==> src/rtl/core/serial_can_frame_deframer_assert.svh <==
// ----------------------------------------------------------------------------
// Assertion macros shared by the deframer RTL.
// Both sample on clk and are disabled while arst_n is low.
// ----------------------------------------------------------------------------
`ifndef SERIAL_CAN_FRAME_DEFRAMER_ASSERT_SVH
`define SERIAL_CAN_FRAME_DEFRAMER_ASSERT_SVH

// Same-cycle implication.
`define SCFD_AST_IMP(lbl, ante, cons) \
	lbl: assert property (@(posedge clk) disable iff (!arst_n) (ante) |-> (cons)) \
		else $error("scfd: same-cycle check failed");

// Next-cycle implication.
`define SCFD_AST_NXT(lbl, ante, cons) \
	lbl: assert property (@(posedge clk) disable iff (!arst_n) (ante) |=> (cons)) \
		else $error("scfd: next-cycle check failed");

`endif

==> src/rtl/core/scfd_pkg.sv <==
`timescale 1ns / 1ps
// ----------------------------------------------------------------------------
// scfd_pkg
// Constants, types and the CRC step shared by the deframer modules.
// ----------------------------------------------------------------------------
package scfd_pkg;

	localparam int POS_W     = 5;
	localparam int CFG_IDX_W = 2;
	localparam int CFG_W     = 16;
	localparam int NUM_DATA  = 8;

	localparam logic [7:0] START_BYTE0 = 8'hAA;
	localparam logic [7:0] START_BYTE1 = 8'h55;
	localparam logic [7:0] TRAILER0    = 8'h66;
	localparam logic [7:0] TRAILER1    = 8'hBB;
	localparam logic [7:0] PAYLOAD_LEN = 8'd11;
	localparam logic [7:0] CAN_DLC     = 8'd8;

	localparam logic [15:0] CRC_INIT = 16'hFFFF;
	localparam logic [15:0] CRC_POLY = 16'h1021;

	localparam logic [15:0] RST_CAN_ID   = 16'h07E0;
	localparam logic [7:0]  RST_VERSION  = 8'h01;
	localparam logic [7:0]  RST_MSG_TYPE = 8'h02;

	// frame offsets
	localparam logic [POS_W-1:0] POS_VERSION  = 5'd2;
	localparam logic [POS_W-1:0] POS_MSG_TYPE = 5'd3;
	localparam logic [POS_W-1:0] POS_LEN_LO   = 5'd6;
	localparam logic [POS_W-1:0] POS_LEN_HI   = 5'd7;
	localparam logic [POS_W-1:0] POS_ID_LO    = 5'd8;
	localparam logic [POS_W-1:0] POS_ID_HI    = 5'd9;
	localparam logic [POS_W-1:0] POS_DLC      = 5'd10;
	localparam logic [POS_W-1:0] POS_DATA0    = 5'd11;
	localparam logic [POS_W-1:0] POS_DATA7    = 5'd18;
	localparam logic [POS_W-1:0] POS_CRC_LO   = 5'd19;
	localparam logic [POS_W-1:0] POS_CRC_HI   = 5'd20;
	localparam logic [POS_W-1:0] POS_TRL0     = 5'd21;
	localparam logic [POS_W-1:0] POS_LAST     = 5'd22;

	typedef enum logic [CFG_IDX_W-1:0] {
		CFG_CAN_ID   = 2'd0,
		CFG_VERSION  = 2'd1,
		CFG_MSG_TYPE = 2'd2
	} cfg_idx_t;

	// one classified frame byte, front to back
	typedef struct packed {
		logic [7:0]       data;
		logic [POS_W-1:0] pos;
		logic             fld_ok;
	} scfd_word_t;

	typedef logic [NUM_DATA-1:0][7:0] scfd_data_t;

	// CRC-16/CCITT-FALSE, one byte, msb first
	function automatic logic [15:0] crc16_step(input logic [15:0] crc, input logic [7:0] b);
		logic [15:0] c;
		c = crc ^ {b, 8'h00};
		for (int i = 0; i < 8; i++) begin
			c = c[15] ? ((c << 1) ^ CRC_POLY) : (c << 1);
		end
		return c;
	endfunction

endpackage

==> src/rtl/core/scfd_front.sv <==
`timescale 1ns / 1ps
// ----------------------------------------------------------------------------
// scfd_front
// Start-pair hunt, byte position tracking and per-field header checks.
// ----------------------------------------------------------------------------
`include "serial_can_frame_deframer_assert.svh"

module scfd_front (
	input  logic                            clk,
	input  logic                            arst_n,
	input  logic                            push,
	input  logic [7:0]                      rx_byte,
	input  logic                            cfg_we,
	input  logic [scfd_pkg::CFG_IDX_W-1:0]  cfg_idx,
	input  logic [scfd_pkg::CFG_W-1:0]      cfg_data,
	input  logic                            mid_full,
	output logic                            mid_push,
	output scfd_pkg::scfd_word_t            mid_word
);
	import scfd_pkg::*;

	typedef enum logic [1:0] {
		HUNT_SOF0,
		HUNT_SOF1,
		COLLECT
	} hunt_t;

	hunt_t            state_q;
	logic [POS_W-1:0] pos_q;
	logic [15:0]      can_id_q;
	logic [7:0]       version_q;
	logic [7:0]       msg_type_q;
	logic             acc;
	logic             fld_ok;

	assign acc = push && !mid_full;

	always_ff @(posedge clk or negedge arst_n) begin
		if (!arst_n) begin
			can_id_q   <= RST_CAN_ID;
			version_q  <= RST_VERSION;
			msg_type_q <= RST_MSG_TYPE;
		end else if (cfg_we) begin
			unique case (cfg_idx_t'(cfg_idx))
				CFG_CAN_ID:   can_id_q   <= cfg_data;
				CFG_VERSION:  version_q  <= cfg_data[7:0];
				CFG_MSG_TYPE: msg_type_q <= cfg_data[7:0];
				default:      ;
			endcase
		end
	end

	always_ff @(posedge clk or negedge arst_n) begin
		if (!arst_n) begin
			state_q <= HUNT_SOF0;
			pos_q   <= '0;
		end else if (acc) begin
			unique case (state_q)
				HUNT_SOF0: begin
					state_q <= (rx_byte == START_BYTE0) ? HUNT_SOF1 : HUNT_SOF0;
				end
				HUNT_SOF1: begin
					if (rx_byte == START_BYTE1) begin
						state_q <= COLLECT;
						pos_q   <= POS_VERSION;
					end else begin
						state_q <= (rx_byte == START_BYTE0) ? HUNT_SOF1 : HUNT_SOF0;
					end
				end
				COLLECT: begin
					if (pos_q == POS_LAST) begin
						state_q <= HUNT_SOF0;
						pos_q   <= '0;
					end else begin
						pos_q <= pos_q + 1'b1;
					end
				end
				default: begin
					state_q <= HUNT_SOF0;
				end
			endcase
		end
	end

	// fixed-value header and trailer fields; CRC is checked in the back end
	always_comb begin
		unique case (pos_q)
			POS_VERSION:  fld_ok = (rx_byte == version_q);
			POS_MSG_TYPE: fld_ok = (rx_byte == msg_type_q);
			POS_LEN_LO:   fld_ok = (rx_byte == PAYLOAD_LEN);
			POS_LEN_HI:   fld_ok = (rx_byte == 8'h00);
			POS_ID_LO:    fld_ok = (rx_byte == can_id_q[7:0]);
			POS_ID_HI:    fld_ok = (rx_byte == can_id_q[15:8]);
			POS_DLC:      fld_ok = (rx_byte == CAN_DLC);
			POS_TRL0:     fld_ok = (rx_byte == TRAILER0);
			POS_LAST:     fld_ok = (rx_byte == TRAILER1);
			default:      fld_ok = 1'b1;
		endcase
	end

	assign mid_push        = acc && (state_q == COLLECT);
	assign mid_word.data   = rx_byte;
	assign mid_word.pos    = pos_q;
	assign mid_word.fld_ok = fld_ok;

	`SCFD_AST_IMP(a_pos_in_frame, state_q == COLLECT, pos_q >= POS_VERSION && pos_q <= POS_LAST)
	`SCFD_AST_NXT(a_frame_end_hunts, mid_push && pos_q == POS_LAST, state_q == HUNT_SOF0)
	`SCFD_AST_IMP(a_no_push_when_full, mid_push, !mid_full)

endmodule

==> src/rtl/core/scfd_mid_q.sv <==
`timescale 1ns / 1ps
// ----------------------------------------------------------------------------
// scfd_mid_q
// Two-entry queue of classified frame bytes between front and back end.
// ----------------------------------------------------------------------------
module scfd_mid_q (
	input  logic                  clk,
	input  logic                  arst_n,
	input  logic                  push,
	input  scfd_pkg::scfd_word_t  word_in,
	output logic                  full,
	input  logic                  pop,
	output scfd_pkg::scfd_word_t  word_out,
	output logic                  empty
);
	import scfd_pkg::*;

	scfd_word_t ent_q [2];
	logic       wr_q;
	logic       rd_q;
	logic [1:0] cnt_q;
	logic       do_push;
	logic       do_pop;

	assign full     = (cnt_q == 2'd2);
	assign empty    = (cnt_q == 2'd0);
	assign do_push  = push && !full;
	assign do_pop   = pop && !empty;
	assign word_out = ent_q[rd_q];

	always_ff @(posedge clk) begin
		if (do_push) begin
			ent_q[wr_q] <= word_in;
		end
	end

	always_ff @(posedge clk or negedge arst_n) begin
		if (!arst_n) begin
			wr_q  <= 1'b0;
			rd_q  <= 1'b0;
			cnt_q <= '0;
		end else begin
			if (do_push) wr_q <= ~wr_q;
			if (do_pop)  rd_q <= ~rd_q;
			cnt_q <= cnt_q + {1'b0, do_push} - {1'b0, do_pop};
		end
	end

endmodule

==> src/rtl/core/scfd_back.sv <==
`timescale 1ns / 1ps
// ----------------------------------------------------------------------------
// scfd_back
// Running CRC, frame verdict, data byte capture and the result queue.
// ----------------------------------------------------------------------------
`include "serial_can_frame_deframer_assert.svh"

module scfd_back (
	input  logic                  clk,
	input  logic                  arst_n,
	input  logic                  mid_empty,
	input  scfd_pkg::scfd_word_t  mid_word,
	output logic                  mid_pop,
	input  logic                  pop,
	output logic                  empty,
	output scfd_pkg::scfd_data_t  res_data
);
	import scfd_pkg::*;

	logic [15:0] crc_q;
	logic        ok_q;
	logic [7:0]  crc_lo_q;
	logic [7:0]  data_q [NUM_DATA];
	logic [2:0]  data_idx;
	logic [15:0] crc_base;
	logic [15:0] crc_nxt;
	logic        ok_base;
	logic        crc_match;
	logic        ok_nxt;
	logic        res_push;
	logic        res_full;
	logic        res_pop;

	scfd_data_t  res_q [2];
	logic        wr_q;
	logic        rd_q;
	logic [1:0]  cnt_q;

	assign res_full = (cnt_q == 2'd2);
	assign mid_pop  = !mid_empty && !res_full;

	// a new frame starts at the version byte
	assign crc_base  = (mid_word.pos == POS_VERSION) ? CRC_INIT : crc_q;
	assign crc_nxt   = crc16_step(crc_base, mid_word.data);
	assign ok_base   = (mid_word.pos == POS_VERSION) ? 1'b1 : ok_q;
	assign crc_match = (crc_lo_q == crc_q[7:0]) && (mid_word.data == crc_q[15:8]);
	assign ok_nxt    = ok_base && mid_word.fld_ok &&
	                   ((mid_word.pos != POS_CRC_HI) || crc_match);
	assign data_idx  = 3'(mid_word.pos - POS_DATA0);
	assign res_push  = mid_pop && (mid_word.pos == POS_LAST) && ok_nxt;

	always_ff @(posedge clk or negedge arst_n) begin
		if (!arst_n) begin
			crc_q    <= CRC_INIT;
			ok_q     <= 1'b1;
			crc_lo_q <= '0;
		end else if (mid_pop) begin
			if (mid_word.pos <= POS_DATA7) crc_q <= crc_nxt;
			if (mid_word.pos == POS_CRC_LO) crc_lo_q <= mid_word.data;
			ok_q <= ok_nxt;
		end
	end

	always_ff @(posedge clk) begin
		if (mid_pop && mid_word.pos >= POS_DATA0 && mid_word.pos <= POS_DATA7) begin
			data_q[data_idx] <= mid_word.data;
		end
	end

	// result queue; the last data byte is already stored when the trailer arrives
	always_ff @(posedge clk) begin
		if (res_push) begin
			for (int k = 0; k < NUM_DATA; k++) begin
				res_q[wr_q][k] <= data_q[k];
			end
		end
	end

	assign res_pop  = pop && !empty;
	assign empty    = (cnt_q == 2'd0);
	assign res_data = res_q[rd_q];

	always_ff @(posedge clk or negedge arst_n) begin
		if (!arst_n) begin
			wr_q  <= 1'b0;
			rd_q  <= 1'b0;
			cnt_q <= '0;
		end else begin
			if (res_push) wr_q <= ~wr_q;
			if (res_pop)  rd_q <= ~rd_q;
			cnt_q <= cnt_q + {1'b0, res_push} - {1'b0, res_pop};
		end
	end

	`SCFD_AST_IMP(a_res_cnt_bound, 1'b1, cnt_q <= 2'd2)
	`SCFD_AST_IMP(a_res_push_room, res_push, !res_full)
	`SCFD_AST_NXT(a_res_visible, res_push, !empty)

endmodule

==> src/rtl/core/serial_can_frame_deframer.sv <==
`timescale 1ns / 1ps
// ----------------------------------------------------------------------------
// serial_can_frame_deframer
// Serial byte deframer: finds 0xAA 0x55 framed 23-byte packets, checks them,
// and returns the 8 CAN data bytes of each good frame.
// ----------------------------------------------------------------------------
// Usage:
//  - Input side is a queue write port: drive rx_byte, raise push; the byte is
//    taken on a clock edge with push high and full low.
//  - Output side is a queue read port: while empty is low, can_byte0..7 hold
//    the oldest good frame's data; pop with empty low takes that word.
//  - Throughput: one byte per clock while the result queue is not full. The
//    back end sets the pace: one bytewise CRC-16 step and verdict per byte.
//  - Result path: the edge that accepts the frame's last trailer byte puts
//    it into the middle queue; the back end then takes it from there and
//    writes the result word into the result queue, whose head drives the
//    outputs. A stalled back end holds the byte in the middle queue.
//  - Bad frames (version, type, length, CAN id, DLC, CRC or trailer wrong)
//    leave no trace on the output; the hunt restarts after byte 22 anyway.
//  - Stall: the result queue holds two words. When it is full the back end
//    stops draining the two-entry middle queue, which then raises full.
//  - Reset: hunt for 0xAA, queues empty, registers back to CAN id 0x07E0,
//    version 0x01, message type 0x02.
//  - Config: cfg_we writes cfg_data into register cfg_idx (0 CAN id, 1 version,
//    2 message type); write only while no frame is in flight.
// ----------------------------------------------------------------------------
module serial_can_frame_deframer (
	input  logic                            clk,
	input  logic                            arst_n,
	input  logic                            push,
	output logic                            full,
	input  logic [7:0]                      rx_byte,
	output logic                            empty,
	input  logic                            pop,
	output logic [7:0]                      can_byte0,
	output logic [7:0]                      can_byte1,
	output logic [7:0]                      can_byte2,
	output logic [7:0]                      can_byte3,
	output logic [7:0]                      can_byte4,
	output logic [7:0]                      can_byte5,
	output logic [7:0]                      can_byte6,
	output logic [7:0]                      can_byte7,
	input  logic                            cfg_we,
	input  logic [scfd_pkg::CFG_IDX_W-1:0]  cfg_idx,
	input  logic [scfd_pkg::CFG_W-1:0]      cfg_data
);
	import scfd_pkg::*;

	scfd_word_t mid_in;
	scfd_word_t mid_out;
	logic       mid_push;
	logic       mid_full;
	logic       mid_pop;
	logic       mid_empty;
	scfd_data_t res_data;

	// front end: hunt and classify; its backpressure is the middle queue
	scfd_front u_front (
		.clk      (clk),
		.arst_n   (arst_n),
		.push     (push),
		.rx_byte  (rx_byte),
		.cfg_we   (cfg_we),
		.cfg_idx  (cfg_idx),
		.cfg_data (cfg_data),
		.mid_full (mid_full),
		.mid_push (mid_push),
		.mid_word (mid_in)
	);

	// only bytes inside a frame reach the middle queue
	scfd_mid_q u_mid_q (
		.clk      (clk),
		.arst_n   (arst_n),
		.push     (mid_push),
		.word_in  (mid_in),
		.full     (mid_full),
		.pop      (mid_pop),
		.word_out (mid_out),
		.empty    (mid_empty)
	);

	// back end: CRC, verdict and result queue
	scfd_back u_back (
		.clk       (clk),
		.arst_n    (arst_n),
		.mid_empty (mid_empty),
		.mid_word  (mid_out),
		.mid_pop   (mid_pop),
		.pop       (pop),
		.empty     (empty),
		.res_data  (res_data)
	);

	// hunt bytes are dropped by the front end, so full only follows the queue
	assign full = mid_full;

	assign can_byte0 = res_data[0];
	assign can_byte1 = res_data[1];
	assign can_byte2 = res_data[2];
	assign can_byte3 = res_data[3];
	assign can_byte4 = res_data[4];
	assign can_byte5 = res_data[5];
	assign can_byte6 = res_data[6];
	assign can_byte7 = res_data[7];

endmodule

==> config.mk <==
export PLATFORM = sky130hd
export DESIGN_NAME = serial_can_frame_deframer
export DESIGN_NICKNAME = d
export VERILOG_FILES = /design/src/rtl/core/scfd_pkg.sv /design/src/rtl/core/scfd_front.sv /design/src/rtl/core/scfd_mid_q.sv /design/src/rtl/core/scfd_back.sv /design/src/rtl/core/serial_can_frame_deframer.sv
export VERILOG_INCLUDE_DIRS = /design/src /design/src/rtl/core
export SDC_FILE = /design/constraint.sdc
export NUM_CORES = 1
export LEC_CHECK = 0
export BUFFER_PORTS_ARGS = -buffer_cell sky130_fd_sc_hd__buf_2
export CORE_MARGIN = 4
export CORE_UTILIZATION = 30
export CTS_CLUSTER_DIAMETER = 50
export DETAILED_ROUTE_END_ITERATION = 6
export PLACE_DENSITY = 0.58
export SETUP_SLACK_MARGIN = 0.1
export SYNTH_ARGS = -nofsm -noshare
export SYNTH_HDL_FRONTEND = slang
export SYNTH_HIERARCHICAL = 1
export SYNTH_SLANG_ARGS = --single-unit
export TNS_END_PERCENT = 5
==> constraint.sdc <==
create_clock -name clk -period 5.75 [get_ports clk]
set_input_delay 0.575 -clock clk [delete_from_list [all_inputs] [get_ports clk]]
set_output_delay 0.575 -clock clk [all_outputs]
set_load 0.01 [all_outputs]
Yosys cells after proc, flatten, opt, wreduce, memory -nomap -nowiden. Memories as Yosys holds them, arrays and structs flattened. Cells that the tools add are included.

Register bits: 72. RAM bits: 220. Input port bits: 31. Output and inout bits: 66. Logic and storage cells: 126. Memories kept: 3.

Add/subtract/negate cells: 6. Order comparisons: 2. Equality and inequality tests: 33. Muxes and demuxes: 24. Bitwise operators: 13. Reductions and logical operators: 31.

Memory list: u_back.res_q (depth 2, width 64, rd ports 1, clocked after memory_dff 0, wr ports 1, line scfd_back.sv:34) `scfd_data_t res_q [2];`; u_back.data_q (depth 8, width 8, rd ports 8, clocked after memory_dff 0, wr ports 1, line scfd_back.sv:23) `logic [7:0] data_q [NUM_DATA];`; u_mid_q.ent_q (depth 2, width 14, rd ports 1, clocked after memory_dff 0, wr ports 1, line scfd_mid_q.sv:18) `scfd_word_t ent_q [2];`.

Operator list (count): two-way mux 13 bit (8); == test 8 bit (6); NOT 3 bit (8); == test 5 bit, second input constant (4); == test 8 x 4 -> 1 bit, second input constant (2); == test 8 x 7 -> 1 bit, second input constant (2); == test 8 bit, second input constant (2); two-way mux 16 bit (1); XOR 16 bit (1); == test 5 x 2 -> 1 bit, second input constant (3); == test 5 x 4 -> 1 bit, second input constant (3); logical AND 1 bit (13); AND reduction 2 bit (6); == test 5 x 3 -> 1 bit, second input constant (2); two-way mux 5 bit (2); case mux 5 bit (2 select lines) (1); case mux 1 bit (9 select lines) (1); == test 2 bit, second input constant (4); logical NOT 2 bit (4); logical NOT 8 bit (1); two-way mux 1 bit (8); case mux 2 bit (3 select lines) (1); adder 5 x 1 -> 5 bit, second input constant (1); greater-or-equal comparator 5 x 4 -> 1 bit, second input constant (1); other kinds (13) (24).

Depth between registers and ports, before layout. Gate-level depths: netlist of the first run. An unclocked memory read counts as a cell.

Depth after elaboration: 20. Depth in mapped cells: 13. Mapped depth without buffers: 12.

Cells and area by module. The synthesis of the first run kept the hierarchy.

By module, submodules not included: scfd_back (times used 1, cells an instance 470, area an instance 8544.4 um^2, sequential area each 6512.5 um^2); scfd_front (times used 1, cells an instance 200, area an instance 2252.2 um^2, sequential area each 985.9 um^2); scfd_mid_q (times used 1, cells an instance 62, area an instance 1263.7 um^2, sequential area each 940.9 um^2).

Worst setup path before layout of the first run. No wires, ideal clock.

Kind: flip-flop to flip-flop. From: register u_mid_q.rd_q. To: memory u_back/res_q[0][0] in the netlist's numbering, enable pin. Data arrival time: 4550 ps. Data required time: 5264 ps. Slack: 713 ps. Cell stages (with the launch flop): 10. Buffers on the path: 3. Period minus slack after synthesis: 5037 ps. Cell sequence: dfrtp_1 buf_6 buf_12 mux2_4 clkbuf_1 xnor2_1 nand4_1 o41ai_2 o21ai_1 nor2_1.

RTL lines: start, declared (line scfd_mid_q.sv:20) `logic rd_q;`; start signal, assigned (line scfd_mid_q.sv:44) `if (do_pop) rd_q <= ~rd_q;`; end, declared (line scfd_back.sv:34).

==> tab_implementation.tex, run 1 <==
\begin{tabular}{lr}
\hline
Metric & Value \\
\hline
\multicolumn{2}{l}{\textbf{STA}} \\
Final Setup Violations & 0 \\
Worst Max-Slew Pin Slew & 1.23 ns \\
Fin Clk Skew & 0.0262 ns \\
Max\_slew headroom & 17.4\% \\
Number of endpoints with negative hold slack in the final report & 0 \\
Final worst-path cycle share & 71.7\% \\
Fmax & 243 MHz \\
Max-slew violations & 0 \\
Sum of negative setup slack & 0 ns \\
Crit path time final & 4.12 ns \\
Setup repair after global routing missed its margin & false \\
\multicolumn{2}{l}{\textbf{Placement}} \\
Placed cells & 1323 \\
Total half-perimeter wirelength after legalization and detailed placement & 16.0 mm \\
Gpl congestion & 0.748 \\
Number of port buffers & 96 \\
\multicolumn{2}{l}{\textbf{Clock network}} \\
CTS Root Cell & sky130\_fd\_sc\_hd\_\_clkbuf\_16 \\
Hold buffer count at CTS & 0 \\
Clock latency reported for the late side of the worst-skew pair & 0.53 ns \\
CTS tree & built \\
Number of setup buffers added after CTS & 0 \\
Maximum root-to-sink buffer count & 3 \\
TritonCTS sink count & 292 \\
Clock transition at the register clock pins on the worst setup and hold paths after CTS & 0.06 ns \\
Clock H-tree levels & 2 \\
Total of cells resized after clock tree synthesis & 0 \\
Cts bufs inserted & 35 \\
\multicolumn{2}{l}{\textbf{Worst setup path}} \\
Origin of the worst setup path & u\_mid\_q/rd\_q \\
Logic depth of the worst register-to-register path & 8 \\
Crit end category & flip-flop \\
Crit path arrival time & 4.25 ns \\
Critical Setup Path Class & reg2reg \\
Reg-to-Reg End & u\_back/data\_q[1][4] \\
Register-to-Register Setup Slack & 1.63 ns \\
CP Max Fanout & 29 \\
CP required & 5.88 ns \\
Startpoint of the lowest-slack register-to-register path & u\_mid\_q/rd\_q \\
Timing endpoint of the critical path & u\_back/data\_q[1][4] \\
Critical Path, Cell by Cell & mux2\_2, inv\_1, ha\_1, nor2b\_1, o31ai\_4, nand2\_2, or3\_4, nor3\_1 \\
Category of the worst setup path launch point & flip-flop \\
Standard cell with the maximum stage delay on the critical path & sky130\_fd\_sc\_hd\_\_nor3\_1 \\
Delay of the slowest cell on the worst path & 0.92 ns \\
\multicolumn{2}{l}{\textbf{Floorplanning}} \\
Standard-cell row count & 73 \\
Std-Cell Core Area & 39700 um2 \\
Boundary pin count & 97 \\
Vertical extent of the die & 209 um \\
Width of the die & 209 um \\
Die area & 43500 um2 \\
Starting density of the core & 30.4\% \\
\multicolumn{2}{l}{\textbf{Global route}} \\
GR Util All Layers & 11.0\% \\
Total gr overflow & 0 \\
Wire length of the first global-routing pass & 37.8 mm \\
Vias in the first global route & 6355 \\
Initial antenna violation count & 1 \\
Maximum number of pins on one net before global-route repair & 65 \\
\multicolumn{2}{l}{\textbf{Synthesis}} \\
Synthesis warning total & 6 \\
Post-Syn Area per Cell & 16.5 um2 \\
Register area share after synthesis & 70.0\% \\
Leading register cell type out of synthesis & sky130\_fd\_sc\_hd\_\_edfxtp\_1 \\
Share of async-settable or async-resettable flops after synthesis & 24.7\% \\
Synthesized flop and latch total & 292 \\
Syn Inst Count & 732 \\
Net count after synthesis & 774 \\
Number of distinct library cells after synthesis & 67 \\
Number of synthesized flops with an enable pin & 220 \\
Mapped cell area & 12100 um2 \\
\multicolumn{2}{l}{\textbf{Drt}} \\
DR WL/cell & 17.3 um \\
Drc violations & 0 \\
Detailed Route Iter0 Violations & 389 \\
Residual antenna-violating net count after detailed routing & 0 \\
Drt via density & 4.52 \\
First-pass iteration count of the detailed router & 5 \\
Overall via count from detail\_route & 6264 \\
Routed wire length & 24.0 mm \\
\multicolumn{2}{l}{\textbf{Outcome}} \\
Outcome & finished, final reports clean \\
\multicolumn{2}{l}{\textbf{Job}} \\
Max Cap Violations & 0 \\
\multicolumn{2}{l}{\textbf{Pwr}} \\
Pwr per Cell Area & 462 nW/um2 \\
Overall power & 6.54 mW \\
Max VDD drop & 200 uV \\
Leakage Power & 5.03 nW \\
\multicolumn{2}{l}{\textbf{Finish}} \\
Commonest non-fill, non-tap cells in the layout & 220 x sky130\_fd\_sc\_hd\_\_edfxtp\_1, 113 x sky130\_fd\_sc\_hd\_\_mux2\_2, 96 x sky130\_fd\_sc\_hd\_\_buf\_2 \\
Diodes inserted & 0 \\
Layout fillers & 3793 \\
Area growth from synthesis to layout & 17.4\% \\
Leading cell type in the layout, fill and taps excluded & sky130\_fd\_sc\_hd\_\_edfxtp\_1 \\
Final \#Nets & 877 \\
Final cell count without fillers & 1385 \\
Share of layout cells above drive strength 1 & 38.0\% \\
\multicolumn{2}{l}{\textbf{Worst hold path}} \\
Path class of the lowest-slack min-delay path & in2async \\
\hline
\end{tabular}
cell families after synthesis:
| family | Yosys count | share of synthesized area [%] |
|---|---|---|
| DFF | 292 | 70.0 |
| adders and majority gates | 11 | 1.14 |
| buffers and inverters | 52 | 2.41 |
| and+or+nand+nor | 124 | 5.78 |
| AOI/OAI and AO/OA | 67 | 4.17 |
| xor gates and xnor gates | 62 | 4.69 |
| muxes | 124 | 11.8 |
synthesized netlist by cell type (all sizes together), types with 9 or more instances:
cell	instances	area share, %
xnor2	49	3.7
nand4	9	0.47
mux2	122	12
ha	11	1.1
clkbuf	12	0.38
xor2	13	0.94
nor2	32	1.0
dfrtp	47	9.8
dfstp	25	5.4
edfxtp	220	55
inv	13	0.40
a21oi	11	0.55
buf	27	1.6
o21ai	23	0.95
nand2	27	0.86
per-stage QoR:
step | hold WS (ns) | utilization, % | area [um2] | setup WS, ns
after floorplan | 0.279 | - | 12100 | 0.713
final | 0.206 | 35.6 | 14200 | 1.63
after CTS | 0.227 | 35.6 | 14200 | 1.62
after global placement | 0.430 | 32.8 | 13000 | 1.76
after detailed placement | 0.434 | 32.8 | 13000 | 1.64
after global routing | 0.268 | 35.6 | 14200 | 1.35
critical path: cells and delay by family, from the launching register on:
kind	cells	cell delay, ns
AOI/OAI and AO/OA	1	0.22
adders and majority gates	1	0.22
buffers and inverters	1	0.13
DFF	1	0.84
muxes	1	0.45
and+or+nand+nor	4	1.86
registers in the layout (all words and copies together), names as in the netlist:
signal and cells:
u_front/state_q 2, u_back/data_q 64, u_back/res_q 128, u_mid_q/ent_q 28
u_back/cnt_q 2, u_front/pos_q 5, u_mid_q/rd_q 1, u_back/wr_q 1
u_back/crc_lo_q 8, u_front/can_id_q 16, u_back/ok_q 1, u_mid_q/cnt_q 2
u_front/msg_type_q 8, u_mid_q/wr_q 1, u_front/version_q 8, u_back/rd_q 1
u_back/crc_q 16
cell type report:
class	count	area, um2	share of cell area, %
multi-input combinational	388	3350	23.7
inverter	13	48.8	0.345
clock inverter	21	194	1.37
clock buffer	41	918	6.49
tap	525	657	4.64
timing repair buffer	105	548	3.87
sequential	292	8440	59.6
worst min-delay path by stage:
| stage | startpoint | cells after the start | endpoint | slack (ns) |
|---|---|---|---|---|
| floorplan | arst_n | 0 | u_back/cnt_q[0] | 0.28 |
| global placement | u_back/data_q[4][6] | 0 | u_back/res_q[0][38] | 0.43 |
| finish | arst_n | 1 | u_front/can_id_q[15] | 0.21 |
| detailed placement | u_back/data_q[4][6] | 0 | u_back/res_q[0][38] | 0.43 |
| CTS | arst_n | 1 | u_front/can_id_q[15] | 0.23 |
| global route | cfg_data[9] | 2 | u_front/can_id_q[9] | 0.27 |
power by group:
group	internal, mW	total (mW)	switching, mW	leakage, nW
combinational	0.814	1.67	0.855	1.65
clock	1.21	2.07	0.859	0.545
sequential	2.57	2.79	0.228	2.83
total	4.59	6.54	1.94	5.03
layer usage:
layer / GRT usage, % / vias up / part of all wire, %
met4: 2.83 / 0 / 1.7
li1: - / 2946 / -
met3: 2.43 / 35 / 5.6
met1: 15.9 / 3122 / 47
met5: 0 / - / 0
met2: 16.9 / 161 / 46
Power figures use the tool's default switching activity.
==> run 2, diff against run 1 <==
clock period = 4.3 ns   (was 5.75 ns; I/O delays follow)
==> run 2 against run 1 <==
Effect of this change: wire length shrank 0.37%; register-to-register slack worse by 0.71 ns; die area is the same; critical endpoint is now u_back/res_q[0][42]; via count is 0.21% higher; sequential cell count is the same; critical path depth did not move; utilization grew 0.35 points; sequential power grew 32%; sequential share of layout area down 0.58 points; first-iteration DRC count decreased by 1.5%; count of clock-buffer cells in the layout unchanged; global-route usage barely moved.
==> tab_implementation.tex, run 2 (synthesis results as in run 1) <==
\begin{tabular}{lr}
\hline
Metric & Value \\
\hline
\multicolumn{2}{l}{\textbf{STA}} \\
Fin Clk Skew & 0.0160 ns \\
Setup repair after global routing missed its margin & false \\
Max\_slew headroom & 24.2\% \\
Final worst-path cycle share & 78.6\% \\
Final Setup Violations & 0 \\
Sum of negative setup slack & 0 ns \\
Worst Max-Slew Pin Slew & 1.12 ns \\
Max-slew violations & 0 \\
Crit path time final & 3.38 ns \\
Final Worst Setup Slack & 0.919 ns \\
Fmax & 296 MHz \\
Number of endpoints with negative hold slack in the final report & 0 \\
\multicolumn{2}{l}{\textbf{Drt}} \\
Drt via density & 4.49 \\
First-pass iteration count of the detailed router & 4 \\
Routed wire length & 23.9 mm \\
Detailed Route Iter0 Violations & 383 \\
Residual antenna-violating net count after detailed routing & 0 \\
Drc violations & 0 \\
DR WL/cell & 17.1 um \\
Overall via count from detail\_route & 6277 \\
\multicolumn{2}{l}{\textbf{Clock network}} \\
TritonCTS sink count & 292 \\
Maximum root-to-sink buffer count & 3 \\
Hold buffer count at CTS & 0 \\
Total of cells resized after clock tree synthesis & 0 \\
CTS Root Cell & sky130\_fd\_sc\_hd\_\_clkbuf\_16 \\
Clock H-tree levels & 2 \\
Cts bufs inserted & 34 \\
Clock transition at the register clock pins on the worst setup and hold paths after CTS & 0.06 ns \\
Clock latency reported for the late side of the worst-skew pair & 0.51 ns \\
CTS tree & built \\
Number of setup buffers added after CTS & 0 \\
\multicolumn{2}{l}{\textbf{Worst setup path}} \\
Cell type with the highest occurrence count on the critical path & sky130\_fd\_sc\_hd\_\_buf\_4 \\
Crit path arrival time & 3.57 ns \\
Category of the worst setup path launch point & flip-flop \\
Critical Setup Path Class & reg2reg \\
Critical Path, Cell by Cell & buf\_4, mux2\_4, xnor2\_1, nand4\_1, o41ai\_2, o21ai\_1, nor2\_4, buf\_4 \\
Crit end category & flip-flop \\
CP required & 4.49 ns \\
CP Max Fanout & 17 \\
Delay of the slowest cell on the worst path & 0.58 ns \\
Standard cell with the maximum stage delay on the critical path & sky130\_fd\_sc\_hd\_\_dfrtp\_1 \\
\multicolumn{2}{l}{\textbf{Finish}} \\
Commonest non-fill, non-tap cells in the layout & 220 x sky130\_fd\_sc\_hd\_\_edfxtp\_1, 113 x sky130\_fd\_sc\_hd\_\_mux2\_2, 96 x sky130\_fd\_sc\_hd\_\_buf\_2 \\
Share of layout cells above drive strength 1 & 38.8\% \\
Final cell count without fillers & 1398 \\
Final \#Nets & 889 \\
Most flop-heavy register & u\_back/res\_q \\
Number of flip-flops in the largest register & 128 \\
Diodes inserted & 0 \\
Leading cell type in the layout, fill and taps excluded & sky130\_fd\_sc\_hd\_\_edfxtp\_1 \\
Regs by FF count & u\_back/res\_q: 128 flops, u\_back/data\_q: 64 flops, u\_mid\_q/ent\_q: 28 flops \\
Area growth from synthesis to layout & 18.5\% \\
\multicolumn{2}{l}{\textbf{Floorplanning}} \\
Std-Cell Core Area & 39700 um2 \\
Boundary pin count & 97 \\
Vertical extent of the die & 209 um \\
Standard-cell row count & 73 \\
Starting density of the core & 30.4\% \\
Width of the die & 209 um \\
Die area & 43500 um2 \\
\multicolumn{2}{l}{\textbf{Global route}} \\
Initial antenna violation count & 0 \\
Vias in the first global route & 6520 \\
Maximum number of pins on one net before global-route repair & 56 \\
GR Util All Layers & 10.9\% \\
Total gr overflow & 0 \\
Wire length of the first global-routing pass & 38.0 mm \\
\multicolumn{2}{l}{\textbf{Placement}} \\
Placed cells & 1336 \\
Pre-CTS worst setup slack & 0.863 ns \\
Total half-perimeter wirelength after legalization and detailed placement & 16.1 mm \\
Gpl congestion & 0.749 \\
Number of port buffers & 96 \\
\multicolumn{2}{l}{\textbf{Pwr}} \\
Max VDD drop & 287 uV \\
Pwr per Cell Area & 617 nW/um2 \\
Leakage Power & 5.11 nW \\
\multicolumn{2}{l}{\textbf{Job}} \\
Max Cap Violations & 0 \\
\multicolumn{2}{l}{\textbf{Worst hold path}} \\
Path class of the lowest-slack min-delay path & in2async \\
\multicolumn{2}{l}{\textbf{Outcome}} \\
Outcome & finished, final reports clean \\
\hline
\end{tabular}
[run 2: cell count changes in the layout (fill, tap and decap cells not counted), sizes merged]
cell / delta
buf: +13
bufinv: +2
clkinv: -1
inv: -1
[run 2: critical path: cells and delay by family (launching register included)]
kind | cells | cell delay, ns
compound gates | 2 | 0.76
xor+xnor | 1 | 0.16
buf+inv | 2 | 0.61
flops | 1 | 0.58
mux | 1 | 0.41
simple gates | 2 | 0.53
[run 2: routing by layer]
layer  up-vias  wire length (um)  track usage (%)  share of wire (%)
met2       164             10800             16.9                 45
met5         -                 0                0                  0
met4         0               414             2.70                1.7
met3        34              1180             2.68                4.9
li1       2972                 -                -                  -
met1      3107             11500             15.6                 48
[run 2: area by class of cell]
type	instances	area (um2)
Fill cell	3735	25400
Sequential cell	292	8440
Multi-Input combinational cell	388	3350
Clock buffer	41	908
Timing Repair Buffer	118	671
Tap cell	525	657
Clock inverter	21	220
Inverter	13	48.8
[run 2: power by group]
group          internal [mW]  switching [mW]
clock network           1.71            1.11
logic                   1.11            1.21
registers               3.43           0.243
[run 2: worst paths after layout]
| path | startpoint | end | slack (ns) | cells past startpoint |
|---|---|---|---|---|
| min | arst_n | u_front/can_id_q[12] | 0.04 | 1 |
| max reg2reg | u_mid_q/rd_q | u_back/res_q[0][42] | 0.92 | 8 |
| min in group clk | cfg_data[15] | u_front/can_id_q[15] | 0.15 | 2 |
| min reg2reg | u_back/data_q[7][0] | u_back/res_q[0][56] | 0.45 | 0 |
| max | u_mid_q/rd_q | u_back/res_q[0][42] | 0.92 | 8 |
| max in group asynchronous | arst_n | u_back/crc_q[9] | 3.37 | 2 |
[run 2: through the flow]
| stage | utilization, % | hold WS, ns | power, mW | area [um2] |
|---|---|---|---|---|
| finish | 36.0 | 0.0428 | 8.82 | 14300 |
| global route | 36.0 | 0.0963 | 9.32 | 14300 |
| CTS | 36.0 | 0.0584 | 8.96 | 14300 |
| detailed placement | 33.1 | 0.433 | 6.09 | 13200 |
| global placement | 33.1 | 0.424 | 6.05 | 13200 |
| floorplan | - | 0.134 | 5.47 | 12100 |
